### config.mk
export PLATFORM = sky130hd
export DESIGN_NAME = heading_pi_controller_unit_flat
export DESIGN_NICKNAME = d
export VERILOG_FILES = /design/src/rtl/core/hpc_pkg.sv /design/src/rtl/core/hpc_if.sv /design/src/rtl/core/hpc_shaper.sv /design/src/rtl/core/heading_pi_controller_unit.sv /design/src/flat_wrapper.sv
export SDC_FILE = /design/constraint.sdc
export NUM_CORES = 1
export LEC_CHECK = 0
export BUFFER_PORTS_ARGS = -buffer_cell sky130_fd_sc_hd__buf_2
export CAP_MARGIN = 20
export CORE_AREA = 4 4 164 205
export DETAILED_ROUTE_END_ITERATION = 8
export DIE_AREA = 0 0 168 209
export PLACE_DENSITY = 0.77
export SLEW_MARGIN = 20
export SYNTH_ARGS = -nofsm -noshare
export SYNTH_HDL_FRONTEND = slang
export SYNTH_SLANG_ARGS = --single-unit
### constraint.sdc
create_clock -name clk -period 20 [get_ports clk]
set_input_delay 6 -clock clk [delete_from_list [all_inputs] [get_ports clk]]
set_output_delay 6 -clock clk [all_outputs]
set_load 0.005 [all_outputs]
### src/rtl/core/hpc_pkg.sv
// Shared types, constants and config register codes for the heading PI controller.
`default_nettype none
package hpc_pkg;

    localparam int WIN_LEN   = 12;
    localparam int POS_W     = (WIN_LEN > 1) ? $clog2(WIN_LEN) : 1;
    localparam int HEAD_W    = 12;
    localparam int ERR_W     = 12;
    localparam int HALF_TURN = 1800;
    localparam int FULL_TURN = 3600;
    localparam int SUM_W     = $clog2(WIN_LEN * HALF_TURN + 1) + 1;
    localparam int DRIVE_W   = (SUM_W > ERR_W) ? SUM_W : ERR_W;
    localparam int SUM_SHIFT = 5;
    localparam int P_GAIN    = 3;
    localparam int RECIP_10  = 6554;
    localparam int RECIP_SH  = 16;

    localparam int DB_W      = 11;
    localparam int SPD_W     = 7;
    localparam int CFG_IDX_W = 2;
    localparam int CFG_DAT_W = 11;
    localparam int TURN_W    = 8;

    localparam logic [CFG_IDX_W-1:0] CFG_DEADBAND  = 2'd0;
    localparam logic [CFG_IDX_W-1:0] CFG_MIN_SPEED = 2'd1;
    localparam logic [CFG_IDX_W-1:0] CFG_MAX_SPEED = 2'd2;

    localparam logic [DB_W-1:0]  DEADBAND_RST  = 11'd10;
    localparam logic [SPD_W-1:0] MIN_SPEED_RST = 7'd10;
    localparam logic [SPD_W-1:0] MAX_SPEED_RST = 7'd70;

    typedef logic [HEAD_W-1:0]         heading_t;
    typedef logic signed [ERR_W-1:0]   err_t;
    typedef logic signed [SUM_W-1:0]   sum_t;
    typedef logic signed [DRIVE_W-1:0] drive_t;
    typedef logic [POS_W-1:0]          pos_t;
    typedef logic signed [TURN_W-1:0]  turn_t;

    typedef struct packed {
        logic [DB_W-1:0]  deadband;
        logic [SPD_W-1:0] min_speed;
        logic [SPD_W-1:0] max_speed;
    } cfg_t;

endpackage
`default_nettype wire

### src/rtl/core/hpc_if.sv
// Handshake channel interfaces for heading input, turn output and config writes.
`default_nettype none
interface hpc_heading_if;
    logic               valid;
    logic               ready;
    hpc_pkg::heading_t  target_heading;
    hpc_pkg::heading_t  measured_heading;

    modport source (output valid, output target_heading, output measured_heading,
                    input ready);
    modport sink   (input valid, input target_heading, input measured_heading,
                    output ready);
endinterface

interface hpc_turn_if;
    logic           valid;
    logic           ready;
    hpc_pkg::turn_t turn_rate;

    modport source (output valid, output turn_rate, input ready);
    modport sink   (input valid, input turn_rate, output ready);
endinterface

interface hpc_cfg_if;
    logic                              valid;
    logic                              ready;
    logic [hpc_pkg::CFG_IDX_W-1:0]     index;
    logic [hpc_pkg::CFG_DAT_W-1:0]     data;

    modport source (output valid, output index, output data, input ready);
    modport sink   (input valid, input index, input data, output ready);
endinterface
`default_nettype wire

### src/rtl/core/hpc_shaper.sv
// Drive computation: proportional and integral terms, deadband and speed limits.
`default_nettype none
module hpc_shaper (
    input  hpc_pkg::err_t  err,
    input  hpc_pkg::sum_t  sum,
    input  hpc_pkg::cfg_t  cfg,
    output hpc_pkg::turn_t turn_rate
);
    import hpc_pkg::*;

    localparam int P3_W  = ERR_W + 1;
    localparam int PR_W  = P3_W + RECIP_SH;

    logic [ERR_W-1:0]   abs_err;
    logic [P3_W-1:0]    p3;
    logic [PR_W-1:0]    recip_prod;
    logic [P3_W-1:0]    p_mag;
    drive_t             p_term;
    sum_t               sum_adj;
    drive_t             i_term;
    drive_t             drive;
    logic [DRIVE_W-1:0] mag;
    logic [DRIVE_W-1:0] mag_min;
    logic [DRIVE_W-1:0] mag_max;
    logic [DRIVE_W-1:0] min_ext;
    logic [DRIVE_W-1:0] max_ext;
    logic [SPD_W-1:0]   mag_out;
    logic               outside;

    always_comb
    begin
        abs_err    = err[ERR_W-1] ? ERR_W'(-err) : ERR_W'(err);
        p3         = P3_W'(abs_err) * P3_W'(P_GAIN);
        recip_prod = PR_W'(p3) * PR_W'(RECIP_10);
        p_mag      = P3_W'(recip_prod >> RECIP_SH);
        p_term     = err[ERR_W-1] ? -drive_t'(p_mag) : drive_t'(p_mag);

        sum_adj    = sum[SUM_W-1] ? sum + sum_t'((1 << SUM_SHIFT) - 1) : sum;
        i_term     = drive_t'(sum_adj >>> SUM_SHIFT);

        drive      = p_term + i_term;
        mag        = drive[DRIVE_W-1] ? DRIVE_W'(-drive) : DRIVE_W'(drive);
        min_ext    = DRIVE_W'(cfg.min_speed);
        max_ext    = DRIVE_W'(cfg.max_speed);

        mag_min    = (mag != '0 && mag < min_ext) ? min_ext : mag;
        mag_max    = (mag_min > max_ext) ? max_ext : mag_min;
        mag_out    = mag_max[SPD_W-1:0];

        outside    = abs_err >= ERR_W'(cfg.deadband);

        if (!outside)
        begin
            turn_rate = '0;
        end
        else if (drive[DRIVE_W-1])
        begin
            turn_rate = -turn_t'({1'b0, mag_out});
        end
        else
        begin
            turn_rate = turn_t'({1'b0, mag_out});
        end
    end
endmodule
`default_nettype wire

### src/rtl/core/heading_pi_controller_unit.sv
// Top level of the heading PI controller with a moving-window integral.
// Each heading beat yields one turn_rate beat. A beat can be taken every
// cycle unless turn.ready stalls; stage 1 feeds stage 2. The first
// stage wraps the heading error into -1800..1800 and updates a 12-entry
// error ring together with a running sum of the ring; the second stage
// forms error*3/10 + sum/32 (truncated toward zero), applies the deadband
// and the min/max speed limits, and holds the result in the output
// register. Reset clears the ring and loads deadband 10, min_speed 10,
// max_speed 70. Config writes (index 0 deadband, 1 min_speed, 2 max_speed)
// are always accepted and should be issued only while the block is idle.
`default_nettype none
module heading_pi_controller_unit (
    input  wire            clk,
    input  wire            rst_n,
    hpc_heading_if.sink    heading,
    hpc_turn_if.source     turn,
    hpc_cfg_if.sink        cfg
);
    import hpc_pkg::*;

    cfg_t  cfg_reg;
    err_t  win_reg [WIN_LEN];
    pos_t  pos_reg;
    pos_t  pos_next;
    sum_t  run_sum_reg;
    sum_t  run_sum_next;
    err_t  err_next;
    err_t  s1_err_reg;
    sum_t  s1_sum_reg;
    logic  s1_valid_reg;
    turn_t turn_next;
    turn_t turn_reg;
    logic  turn_valid_reg;

    logic  in_fire;
    logic  advance;
    logic signed [ERR_W:0] diff;

    assign advance       = !turn_valid_reg || turn.ready;
    assign heading.ready = !s1_valid_reg || advance;
    assign in_fire       = heading.valid && heading.ready;
    assign cfg.ready     = 1'b1;
    assign turn.valid    = turn_valid_reg;
    assign turn.turn_rate = turn_reg;

    always_comb
    begin
        diff = $signed({1'b0, heading.target_heading})
             - $signed({1'b0, heading.measured_heading});
        if (diff > (ERR_W+1)'(HALF_TURN))
        begin
            err_next = err_t'(diff - (ERR_W+1)'(FULL_TURN));
        end
        else if (diff < -(ERR_W+1)'(HALF_TURN))
        begin
            err_next = err_t'(diff + (ERR_W+1)'(FULL_TURN));
        end
        else
        begin
            err_next = err_t'(diff);
        end
        run_sum_next = run_sum_reg - sum_t'(win_reg[pos_reg]) + sum_t'(err_next);
        pos_next     = (pos_reg == pos_t'(WIN_LEN - 1)) ? '0 : pos_reg + pos_t'(1);
    end

    // config registers
    always_ff @(posedge clk or negedge rst_n)
    begin
        if (!rst_n)
        begin
            cfg_reg.deadband  <= DEADBAND_RST;
            cfg_reg.min_speed <= MIN_SPEED_RST;
            cfg_reg.max_speed <= MAX_SPEED_RST;
        end
        else if (cfg.valid && cfg.ready)
        begin
            unique case (cfg.index)
                CFG_DEADBAND:  cfg_reg.deadband  <= cfg.data[DB_W-1:0];
                CFG_MIN_SPEED: cfg_reg.min_speed <= cfg.data[SPD_W-1:0];
                CFG_MAX_SPEED: cfg_reg.max_speed <= cfg.data[SPD_W-1:0];
                default:       cfg_reg           <= cfg_reg;
            endcase
        end
    end

    // error ring and running sum
    always_ff @(posedge clk or negedge rst_n)
    begin
        if (!rst_n)
        begin
            for (int i = 0; i < WIN_LEN; i++)
            begin
                win_reg[i] <= '0;
            end
            pos_reg     <= '0;
            run_sum_reg <= '0;
        end
        else if (in_fire)
        begin
            win_reg[pos_reg] <= err_next;
            pos_reg          <= pos_next;
            run_sum_reg      <= run_sum_next;
        end
    end

    // stage 1: error and window sum
    always_ff @(posedge clk or negedge rst_n)
    begin
        if (!rst_n)
        begin
            s1_valid_reg <= 1'b0;
        end
        else if (heading.ready)
        begin
            s1_valid_reg <= heading.valid;
        end
    end

    always_ff @(posedge clk)
    begin
        if (in_fire)
        begin
            s1_err_reg <= err_next;
            s1_sum_reg <= run_sum_next;
        end
    end

    hpc_shaper u_shaper (
        .err       (s1_err_reg),
        .sum       (s1_sum_reg),
        .cfg       (cfg_reg),
        .turn_rate (turn_next)
    );

    // stage 2: output register
    always_ff @(posedge clk or negedge rst_n)
    begin
        if (!rst_n)
        begin
            turn_valid_reg <= 1'b0;
        end
        else if (advance)
        begin
            turn_valid_reg <= s1_valid_reg;
        end
    end

    always_ff @(posedge clk)
    begin
        if (advance && s1_valid_reg)
        begin
            turn_reg <= turn_next;
        end
    end

    a_pos_range: assert property (@(posedge clk) disable iff (!rst_n)
        pos_reg <= pos_t'(WIN_LEN - 1))
        else $error("ring position out of range");

    a_pos_step: assert property (@(posedge clk) disable iff (!rst_n)
        in_fire |=> (pos_reg == (($past(pos_reg) == pos_t'(WIN_LEN - 1)) ?
                                 pos_t'(0) : $past(pos_reg) + pos_t'(1))))
        else $error("ring position did not advance on accept");

    a_pos_hold: assert property (@(posedge clk) disable iff (!rst_n)
        !in_fire |=> $stable(pos_reg))
        else $error("ring position moved without accept");

    a_turn_range: assert property (@(posedge clk) disable iff (!rst_n)
        turn_valid_reg |-> (turn_reg != turn_t'(-128)))
        else $error("turn rate outside symmetric range");

    a_stage_fill: assert property (@(posedge clk) disable iff (!rst_n)
        in_fire |=> s1_valid_reg)
        else $error("accepted beat lost in first stage");

endmodule
`default_nettype wire
### src/flat_wrapper.sv
// flat-port wrapper written by rule: the top's interface ports become plain ports
module heading_pi_controller_unit_flat import hpc_pkg::*;
  (clk, rst_n, heading_valid, heading_target_heading, heading_measured_heading, heading_ready, turn_valid, turn_turn_rate, turn_ready, cfg_valid, cfg_index, cfg_data, cfg_ready);
  hpc_heading_if heading_i ();
  hpc_turn_if turn_i ();
  hpc_cfg_if cfg_i ();
  input  wire clk;
  input  wire rst_n;
  input wire logic [$bits(heading_i.valid)-1:0] heading_valid;
  input wire logic [$bits(heading_i.target_heading)-1:0] heading_target_heading;
  input wire logic [$bits(heading_i.measured_heading)-1:0] heading_measured_heading;
  output wire logic [$bits(heading_i.ready)-1:0] heading_ready;
  output wire logic [$bits(turn_i.valid)-1:0] turn_valid;
  output wire logic [$bits(turn_i.turn_rate)-1:0] turn_turn_rate;
  input wire logic [$bits(turn_i.ready)-1:0] turn_ready;
  input wire logic [$bits(cfg_i.valid)-1:0] cfg_valid;
  input wire logic [$bits(cfg_i.index)-1:0] cfg_index;
  input wire logic [$bits(cfg_i.data)-1:0] cfg_data;
  output wire logic [$bits(cfg_i.ready)-1:0] cfg_ready;
  assign heading_i.valid = heading_valid;
  assign heading_i.target_heading = heading_target_heading;
  assign heading_i.measured_heading = heading_measured_heading;
  assign heading_ready = heading_i.ready;
  assign turn_valid = turn_i.valid;
  assign turn_turn_rate = turn_i.turn_rate;
  assign turn_i.ready = turn_ready;
  assign cfg_i.valid = cfg_valid;
  assign cfg_i.index = cfg_index;
  assign cfg_i.data = cfg_data;
  assign cfg_ready = cfg_i.ready;
  heading_pi_controller_unit u_core (.clk(clk), .rst_n(rst_n), .heading(heading_i), .turn(turn_i), .cfg(cfg_i));
endmodule
==> metrics.log, run 1 <==
INFO  metric post-dp-hpwl = 29.96 mm
INFO  metric rows = 73
INFO  metric yosys_warnings = 0
INFO  metric most_common_cell_after_layout_fill_and_taps_aside = o21ai_0
INFO  metric synth_cells = 1,767
INFO  metric fill_cells = 2,652
INFO  metric post_route_cell_area = 18,640 µm²
INFO  metric global_route.overflow_total = 0
INFO  metric syn-cell-area = 17,250 µm²
INFO  metric cts_inserted_buffers = 24
INFO  metric worst_hold_path_type = reg -> reg
INFO  metric synth_seq_area_share = 0.3403
INFO  metric finalWirelength = 38.71 mm
INFO  metric cts.root.buffer_cell = clkbuf_16
INFO  metric placedInstanceArea = 17,880 µm²
INFO  metric synth.top_cells.by_area = dfrtp_1 (27%), ha_1 (13%), fa_1 (6.8%)
INFO  metric grt_antenna_before_repair = 0
INFO  metric synth_top_cell_by_area = dfrtp_1
INFO  metric height_of_the_die = 209 µm
INFO  metric grt_setup_unrepaired = no
INFO  metric whs_endpoint = u_core.win_reg[111]
INFO  metric share_of_layout_cells_above_drive_strength_1 = 0.1306
INFO  metric post_cts_buffers = 0
INFO  metric timing.clock.skew = 24.28 ps
INFO  metric fin_setup_tns = 0 ps
INFO  metric detailedRoute.firstIterationViolations = 667
INFO  metric kind_of_cell_with_the_highest_combined_delay_on_the_critical_path = compound AO/OA/AOI/OAI gates
INFO  metric final_antenna_net_count = 0
INFO  metric regArea = 5871 µm²
INFO  metric globalRouteTotalUtil = 0.2221
INFO  metric worst_ep_required_time = 20,290 ps
INFO  metric post-synth-top-area-fraction = 0.2670
INFO  metric critical_path_peak_fanout = 10
INFO  metric grt_pass1_wl = 64.99 mm
INFO  metric report.final.slew_viol_count = 0
INFO  metric area.growth.synth_to_final = 8.082%
INFO  metric flip_flop_count_of_the_largest_register_all_copies_and_words_added = 144
INFO  metric cts.sinks = 227
INFO  metric drt-wirelength-per-cell = 17.44 µm
INFO  metric synthesized_area_divided_by_synthesized_cell_count = 9.760 µm²
INFO  metric tightestPinTransition = 1051 ps
INFO  metric max_freq = 58.74 MHz
INFO  metric clk_transition_reported_paths = 60 ps
INFO  metric first_global_vias = 13,281
INFO  metric yosys_register_bits = 227
INFO  metric r2r_cells = 70
INFO  metric synth_cell_type_count = 82
INFO  metric postCtsHoldBufs = 0
INFO  metric worst_hold_path.num_cells = 2
INFO  metric final_net_count = 2,067
INFO  metric crit_slowest_cell = edfxtp_1
INFO  metric die_w = 168 µm
INFO  metric finalWorstPathRequiredPeriod = 17,020 ps
INFO  metric vias = 12,782
INFO  metric worstPathBufferInverterCount = 7
INFO  metric final-setup-viol-count = 0
INFO  metric holdCritStartpoint = u_core.win_reg[111]
INFO  metric synth_enable_flop_cells = 36
INFO  metric status = finished, final reports clean
INFO  metric die-area = 35,110 µm²
INFO  metric gpl_congestion = 0.9342
INFO  metric tritoncts = built
INFO  metric htree_levels = 1
INFO  metric area_taken_by_multi_input_logic_gates = 10,380 µm²
INFO  metric io_buffer_count = 51
INFO  metric detail_route.first_pass.iterations = 5
INFO  metric design.portCount = 53
INFO  metric timing.rr.end = u_core.turn.turn_rate[6]
INFO  metric final_antenna_diode_count = 0
INFO  metric effective_utilization_at_floorplan = 0.5441
INFO  metric grt_start_max_net_pins = 78
INFO  metric finalCritPeriodShare = 0.8512
INFO  metric ys_async_sr_fraction = 0.8414
INFO  metric clk_latency = 530 ps
INFO  metric maxcap_violations = 0
INFO  metric timing.rr.start = u_core.s1_err_reg[0]
INFO  metric regToRegSetupSlack = 2980 ps
INFO  metric synth-main-ff-cell = dfrtp_1
INFO  metric clock_tree.buffer_depth = 3
INFO  metric criticalPathCategory = reg -> reg
INFO  metric cts_resized = 0
INFO  metric worst_path_largest_cell_delay = 560 ps
INFO  metric synthesis.nets = 2,044
INFO  metric vias_per_cell = 5.760
INFO  metric worstSetupEndpointType = flop
INFO  metric core_region_area = 31,690 µm²
INFO  metric hold_viol_final = 0
INFO  metric drcViolationCount = 0
INFO  metric timing.slew.headroom = 0.2942
INFO  metric setup.worst_path.start_class = flop
INFO  metric worst_ep_arrival_time = 17,310 ps
INFO  metric final_cell_mix = o21ai_0 (196), inv_1 (194), nand2_1 (194)
INFO  metric postLayoutCoreUtil = 0.5881
## how the worst max path moves through the flow
stage                                    start                       end  slack (ps)  cells past startpoint
final                     u_core.s1_err_reg[0]  u_core.turn.turn_rate[6]        2980                     70
after global routing      u_core.s1_err_reg[0]  u_core.turn.turn_rate[6]        1680                     72
after CTS                 u_core.s1_err_reg[0]  u_core.turn.turn_rate[6]        3090                     71
after detailed placement  u_core.s1_err_reg[0]  u_core.turn.turn_rate[6]        3090                     71
after global placement    u_core.s1_err_reg[0]  u_core.turn.turn_rate[6]        3770                     71
after floorplan           u_core.s1_err_reg[0]  u_core.turn.turn_rate[6]        4760                     75
## routing by layer
| layer | up-vias | track usage | wire [µm] |
|---|---|---|---|
| met2 | 247 | 0.4143 | 20290 |
| met4 | 0 | 0.07223 | 1289 |
| met1 | 6262 | 0.2624 | 15720 |
| met5 | - | 0 | 0 |
| li1 | 6175 | - | - |
| met3 | 98 | 0.02971 | 1417 |
## layout make-up
type	instances	area share
Sequential cell	227	0.3150
Tap cell	412	0.02766
Inverter	194	0.03907
Clock inverter	10	0.004833
Timing Repair Buffer	68	0.02101
Clock buffer	33	0.03564
Multi-Input combinational cell	1275	0.5568
## stage by stage
step | setup WS (ps) | cells | hold slack, ps
2_1_floorplan | 4759 | 1767 | 444.6
3_3_place_gp | 3768 | 2176 | 457.3
3_5_place_dp | 3091 | 2176 | 467.0
4_1_cts | 3094 | 2219 | 480.7
5_1_grt | 1683 | 2219 | 497.8
6_report | 2976 | 2219 | 477.1
## synthesized netlist by cell type (4+ instances only)
library cell / instances
o21ai_0: 196
o21a_1: 23
nand4_1: 11
mux2_2: 60
a21boi_0: 10
nor2_1: 82
and2_1: 9
a22oi_1: 4
a21oi_1: 72
o21ai_1: 4
xor2_1: 28
a211o_1: 5
clkbuf_1: 59
dfrtp_1: 184
buf_1: 7
nand2b_1: 15
inv_1: 194
nor4_1: 5
nand2_1: 194
o31ai_1: 8
dfstp_2: 7
xnor2_1: 64
a31o_2: 4
o211ai_1: 4
nor3_1: 17
edfxtp_1: 36
or2_2: 4
a211oi_1: 13
nor2b_1: 13
a31oi_1: 8
nand3_1: 34
fa_1: 59
mux4_2: 36
mux2i_1: 19
ha_1: 176
o21bai_1: 6
or3_1: 5
and3_1: 10
a21o_1: 22
## worst min-delay path, delay by kind of cell, from the launching register on
family / cells / cell delay (ps)
AO/OA/AOI/OAI: 1 / 60
flip-flops: 1 / 330
AND/OR/NAND/NOR: 1 / 40
## logic make-up (layout without fill, tap and decap cells)
family          after synthesis  count (layout)  synth area share
simple gates                415             415            0.1100
compound gates              413             413            0.1479
buf+inv                     265             305           0.05819
fa+ha+maj                   235             235            0.1962
flops                       227             227            0.3403
mux                         118             118           0.09954
xor+xnor                     93              93           0.04767
other cells                   1               1         0.0002175
Power of run 1 is not shown: default switching activity piles up to over one toggle a cycle in this logic, so the estimate is an artifact.
==> inputs of run 2 (changes only) <==
==> constraint.sdc (replaced) <==
create_clock -name clk -period 20.1 [get_ports clk]
set_input_delay 6.03 -clock clk [delete_from_list [all_inputs] [get_ports clk]]
set_output_delay 6.03 -clock clk [all_outputs]
set_load 0.005 [all_outputs]
==> run 2 against run 1 <==
Via count unchanged. Global-route usage about the same. Cell count about the same. Clock skew up 7.8 ps. Largest cell class unchanged.
==> metrics.log, run 2 (same netlist as run 1, synthesis figures left out) <==
INFO  metric crit_slowest_cell = edfxtp_1
INFO  metric tritoncts = built
INFO  metric post-dp-hpwl = 29.98 mm (about the same)
INFO  metric kind_of_cell_with_the_highest_combined_delay_on_the_critical_path = compound AO/OA/AOI/OAI gates
INFO  metric finalWirelength = 38.55 mm (-0.42%)
INFO  metric drcViolationCount = 0 (unchanged)
INFO  metric worst_hold_path_type = reg -> reg
INFO  metric height_of_the_die = 209 µm (unchanged)
INFO  metric most_common_cell_after_layout_fill_and_taps_aside = o21ai_0
INFO  metric die-area = 35,110 µm² (unchanged)
INFO  metric clk_transition_reported_paths = 60 ps (about the same)
INFO  metric grt_setup_unrepaired = no
INFO  metric r2r_cells = 72 (+2.9%)
INFO  metric first_global_vias = 13,467 (+1.4%)
INFO  metric timing.rr.start = u_core.s1_err_reg[0]
INFO  metric detail_route.first_pass.iterations = 4 (-1)
INFO  metric vias = 12,782 (unchanged)
INFO  metric timing.clock.skew = 32.06 ps (+7.773 ps)
INFO  metric status = finished, final reports clean
INFO  metric grt_start_max_net_pins = 78 (unchanged)
INFO  metric worst_hold_path.num_cells = 2 (unchanged)
INFO  metric gpl_congestion = 0.9343 (about the same)
INFO  metric finalCritPeriodShare = 0.8464 (-0.004750)
INFO  metric design.portCount = 53 (unchanged)
INFO  metric report.final.slew_viol_count = 0 (unchanged)
INFO  metric die_w = 168 µm (unchanged)
INFO  metric startpoint = u_core.s1_err_reg[0]
INFO  metric cts.root.buffer_cell = clkbuf_16
INFO  metric worst_path_largest_cell_delay = 580 ps (+20 ps)
INFO  metric worst_ep_required_time = 20,380 ps (+90 ps)
INFO  metric final_net_count = 2,067 (unchanged)
INFO  metric final_antenna_diode_count = 0 (unchanged)
INFO  metric regToRegSetupSlack = 3090 ps (+110 ps)
INFO  metric hold_viol_final = 0 (unchanged)
INFO  metric criticalPathCategory = reg -> reg
INFO  metric worstPathBufferInverterCount = 7 (unchanged)
INFO  metric effective_utilization_at_floorplan = 0.5441 (unchanged)
INFO  metric clk_latency = 540 ps (about the same)
INFO  metric worst_ep_arrival_time = 17,290 ps (-20 ps)
INFO  metric grt_antenna_before_repair = 0 (unchanged)
INFO  metric global_route.overflow_total = 0 (unchanged)
INFO  metric flip_flop_count_of_the_largest_register_all_copies_and_words_added = 144 (unchanged)
INFO  metric max_freq = 58.78 MHz (about the same)
INFO  metric htree_levels = 1 (unchanged)
INFO  metric final-setup-viol-count = 0 (unchanged)
INFO  metric io_buffer_count = 51 (unchanged)
INFO  metric worstSetupEndpointType = flop
INFO  metric rows = 73 (unchanged)
INFO  metric final_antenna_net_count = 0 (unchanged)
INFO  metric tightestPinTransition = 1035 ps (-16.22 ps)
INFO  metric cts_inserted_buffers = 24 (unchanged)
INFO  metric fin_setup_tns = 0 ps (unchanged)
INFO  metric worst_hold_slack = 474.9 ps (-2.128 ps)
INFO  metric cts.sinks = 227 (unchanged)
INFO  metric share_of_layout_cells_above_drive_strength_1 = 0.1301 (-0.0004814)
INFO  metric clock_tree.buffer_depth = 3 (unchanged)
INFO  metric critical_path_peak_fanout = 10 (unchanged)
INFO  metric timing.slew.headroom = 0.3051 (+0.01089)
INFO  metric detailedRoute.firstIterationViolations = 656 (-1.6%)
INFO  metric vias_per_cell = 5.763 (about the same)
INFO  metric drt-wirelength-per-cell = 17.38 µm (-0.37%)
INFO  metric post_cts_buffers = 0 (unchanged)
INFO  metric timing.rr.end = u_core.turn.turn_rate[6]
INFO  metric final_cell_mix = o21ai_0 (196), inv_1 (194), nand2_1 (194)
INFO  metric whs_endpoint = u_core.win_reg[111]
INFO  metric postCtsHoldBufs = 0 (unchanged)
INFO  metric setup.worst_path.start_class = flop
INFO  metric globalRouteTotalUtil = 0.2224 (+0.0002552)
INFO  metric core_region_area = 31,690 µm² (unchanged)
INFO  metric holdCritStartpoint = u_core.win_reg[111]
INFO  metric grt_pass1_wl = 65.27 mm (+0.42%)
INFO  metric maxcap_violations = 0 (unchanged)
INFO  metric cts_resized = 0 (unchanged)
INFO  metric area.growth.synth_to_final = 8.104% (about the same)
INFO  metric finalWorstPathRequiredPeriod = 17,010 ps (-10.36 ps)
## run 2: changes by cell type in the layout (fill, tap and decap cells not counted), sizes merged
| cell | before | now |
|---|---|---|
| inv | 195 | 194 |
| clkinvlp | 1 | 0 |
| bufinv | 1 | 0 |
| clkbuf | 34 | 37 |
| clkinv | 7 | 6 |
## run 2: cell type report
class / instances / area (µm²)
fillers: 2627 / 13050
multi-input cells: 1275 / 10380
flip-flops and latches: 227 / 5871
inverters: 194 / 728.2
clock buffers: 36 / 716.9
well taps: 412 / 515.5
repair buffers: 68 / 391.6
clock inverters: 6 / 41.29
## run 2: how the worst max path moves through the flow
stage | endpoint | cells after the start
5_1_grt | u_core.turn.turn_rate[6] | 72
2_1_floorplan | u_core.turn.turn_rate[6] | 75
3_5_place_dp | u_core.turn.turn_rate[6] | 72
3_3_place_gp | u_core.turn.turn_rate[6] | 71
6_report | u_core.turn.turn_rate[6] | 72
4_1_cts | u_core.turn.turn_rate[6] | 72
## run 2: stage by stage
step	util	setup slack, ps	cells	area (µm²)
global placement	0.5643	3871	2176	17880
finish	0.5882	3087	2218	18640
detailed placement	0.5643	3121	2176	17880
global route	0.5882	1692	2218	18640
floorplan	-	4859	1767	17250
CTS	0.5882	3099	2218	18640
## run 2: layer usage
layer | GRT usage | up-vias | routed length (µm)
li1 | - | 6169 | -
met1 | 0.2628 | 6300 | 15550
met2 | 0.4171 | 237 | 20580
met3 | 0.03179 | 76 | 1418
met4 | 0.06467 | 0 | 1005
met5 | 0 | - | 0
## run 2: worst reg2reg max path: cells and delay by family (launching register included)
kind | cells | cell delay (ps)
compound gates | 28 | 5500
xor+xnor | 4 | 1180
fa+ha+maj | 12 | 4740
buf+inv | 7 | 600
flops | 1 | 580
mux | 3 | 920
simple gates | 18 | 3220
Power of run 2 is left out for the same reason.
==> inputs of run 3 (changes only) <==
==> constraint.sdc (replaced) <==
create_clock -name clk -period 17.4 [get_ports clk]
set_input_delay 5.22 -clock clk [delete_from_list [all_inputs] [get_ports clk]]
set_output_delay 5.22 -clock clk [all_outputs]
set_load 0.005 [all_outputs]
==> run 3 against run 2 <==
Hold slack gained 3.6 ps. Design area grew 1.2%. Clock skew shrank 12 ps. Cell count grew 0.14%. Flip-flop and latch count is the same. Utilization grew 0.69 points. Via count grew 0.18%. First-iteration DRC count grew 13%. Worst setup slack lost 2000 ps. Largest cell class unchanged. Highest routed layer unchanged.
==> metrics.log, run 3 (same netlist as run 1, synthesis figures left out) <==
INFO  metric max_freq = 61.45 MHz (+4.6%)
INFO  metric cts.sinks = 227 (unchanged)
INFO  metric post_route_cell_area = 18,860 µm² (+1.2%)
INFO  metric area.growth.synth_to_final = 9.367%
INFO  metric worstSetupEndpointType = flop
INFO  metric global_route.overflow_total = 0 (unchanged)
INFO  metric final_antenna_diode_count = 0 (unchanged)
INFO  metric grt_start_max_net_pins = 109 (+40%)
INFO  metric share_of_layout_cells_above_drive_strength_1 = 0.1371 (+0.006971)
INFO  metric grt_pass1_wl = 65.61 mm (+0.52%)
INFO  metric placedCellCount = 2,174 (-0.092%)
INFO  metric cts.root.buffer_cell = clkbuf_16
INFO  metric drt-wirelength-per-cell = 17.45 µm (+0.41%)
INFO  metric timing.slew.headroom = 0.2860 (-0.01912)
INFO  metric most_common_cell_type_on_the_critical_path = ha_1
INFO  metric detailedRoute.firstIterationViolations = 739 (+13%)
INFO  metric worst_hold_path_type = reg -> reg
INFO  metric htree_levels = 1 (unchanged)
INFO  metric final_net_count = 2,068 (+0.048%)
INFO  metric post-dp-hpwl = 29.78 mm (-0.69%)
INFO  metric tightestPinTransition = 1062 ps (+26.59 ps)
INFO  metric die-area = 35,110 µm² (unchanged)
INFO  metric crit_slowest_cell = fa_1
INFO  metric maxcap_violations = 0 (unchanged)
INFO  metric criticalPathCategory = reg -> reg
INFO  metric finalCritPeriodShare = 0.9352 (+0.08878)
INFO  metric vias = 12,805 (+0.18%)
INFO  metric startpoint = u_core.s1_err_reg[0]
INFO  metric worst_case_setup_margin_in_the_final_layout = 1127 ps (-1959 ps)
INFO  metric io_buffer_count = 51 (unchanged)
INFO  metric placedInstanceArea = 17,870 µm² (about the same)
INFO  metric die_w = 168 µm (unchanged)
INFO  metric grt_antenna_before_repair = 0 (unchanged)
INFO  metric first_global_vias = 13,415 (-0.39%)
INFO  metric vias_per_cell = 5.765 (about the same)
INFO  metric fill_cells = 2,638 (+0.42%)
INFO  metric worst_path_largest_cell_delay = 540 ps (-40 ps)
INFO  metric final_cell_mix = inv_1 (194), o21ai_0 (194), nand2_1 (194)
INFO  metric holdCritStartpoint = u_core.win_reg[4]
INFO  metric detail_route.first_pass.iterations = 5 (+1)
INFO  metric gpl_congestion = 0.9764 (+4.5%)
INFO  metric worst_ep_required_time = 17,670 ps (-2710 ps)
INFO  metric timing.rr.start = u_core.s1_err_reg[0]
INFO  metric preCtsSetupSlack = 557.9 ps (-2564 ps)
INFO  metric flip_flop_count_of_the_largest_register_all_copies_and_words_added = 144 (unchanged)
INFO  metric status = finished, final reports clean
INFO  metric clk_transition_reported_paths = 70 ps (about the same)
INFO  metric rows = 73 (unchanged)
INFO  metric globalRouteTotalUtil = 0.2242 (+0.001836)
INFO  metric final-setup-viol-count = 0 (unchanged)
INFO  metric effective_utilization_at_floorplan = 0.5441 (unchanged)
INFO  metric layoutNonFillerInstCount = 2,221 (+0.14%)
INFO  metric height_of_the_die = 209 µm (unchanged)
INFO  metric finalWorstPathRequiredPeriod = 16,270 ps (-740.7 ps)
INFO  metric cts_inserted_buffers = 25 (+4.2%)
INFO  metric setup.worst_path.start_class = flop
INFO  metric clock_tree.buffer_depth = 3 (unchanged)
INFO  metric worst_ep_arrival_time = 16,540 ps (-750 ps)
INFO  metric timing.clock.skew = 19.71 ps (-12.35 ps)
INFO  metric core_region_area = 31,690 µm² (unchanged)
INFO  metric critical_path_peak_fanout = 9 (-1)
INFO  metric drcViolationCount = 0 (unchanged)
INFO  metric final_antenna_net_count = 0 (unchanged)
INFO  metric report.final.slew_viol_count = 0 (unchanged)
INFO  metric clk_latency = 530 ps (about the same)
INFO  metric tritoncts = built
INFO  metric finalWirelength = 38.76 mm (+0.55%)
INFO  metric design.portCount = 53 (unchanged)
INFO  metric hold_viol_final = 0 (unchanged)
-- run 3: changes by cell type in the layout (fill, tap and decap cells not counted), sizes merged --
cell,previous run,this run
clkinv,6,4
clkinvlp,0,1
bufinv,0,3
inv,194,195
-- run 3: cell type report --
type                       count  area, µm²  area share
multi-input combinational   1275      10470      0.5553
sequential                   227       5871      0.3113
clock buffer                  36      749.5     0.03974
inverter                     194      728.2     0.03861
tap                          412      515.5     0.02733
timing repair buffer          68      395.4     0.02096
clock inverter                 9      128.9    0.006833
-- run 3: worst paths after layout --
check                                      endpoint  slack (ps)  cells past startpoint
max                        u_core.turn.turn_rate[6]        1130                     74
min                               u_core.win_reg[4]         480                      2
max reg2reg                u_core.turn.turn_rate[6]        1130                     74
min reg2reg                       u_core.win_reg[4]         480                      2
max in group asynchronous        u_core.win_reg[73]       11330                      2
min in group asynchronous        u_core.win_reg[71]        4810                      1
-- run 3: critical path, delay by kind of cell, from the launching register on --
family	cells	cell delay, ps
compound gates	31	5800
xor+xnor	3	560
fa+ha+maj	13	4840
buf+inv	7	480
flops	1	450
mux	2	740
simple gates	18	3120
-- run 3: routing by layer --
metal / wire, µm / track usage
met5: 0 / 0
met4: 1277 / 0.07083
met3: 1102 / 0.02214
met2: 20530 / 0.4185
met1: 15850 / 0.2708
-- run 3: stage by stage --
step / utilization / TNS [ps] / hold WS, ps
floorplan: - / 0 / 444.6
global placement: 0.5638 / 0 / 456.5
detailed placement: 0.5638 / 0 / 468.5
CTS: 0.5915 / 0 / 482.1
global route: 0.5951 / -11.36 / 501.4
finish: 0.5951 / 0 / 478.5
-- run 3: repair_timing --
item                                    4_1_cts  5_1_grt
gates resized for setup                       0       14
endpoints found under the setup margin        0        8
setup buffers                                 0        2
hold buffers                                  0        0
Power of run 3 is left out for the same reason.
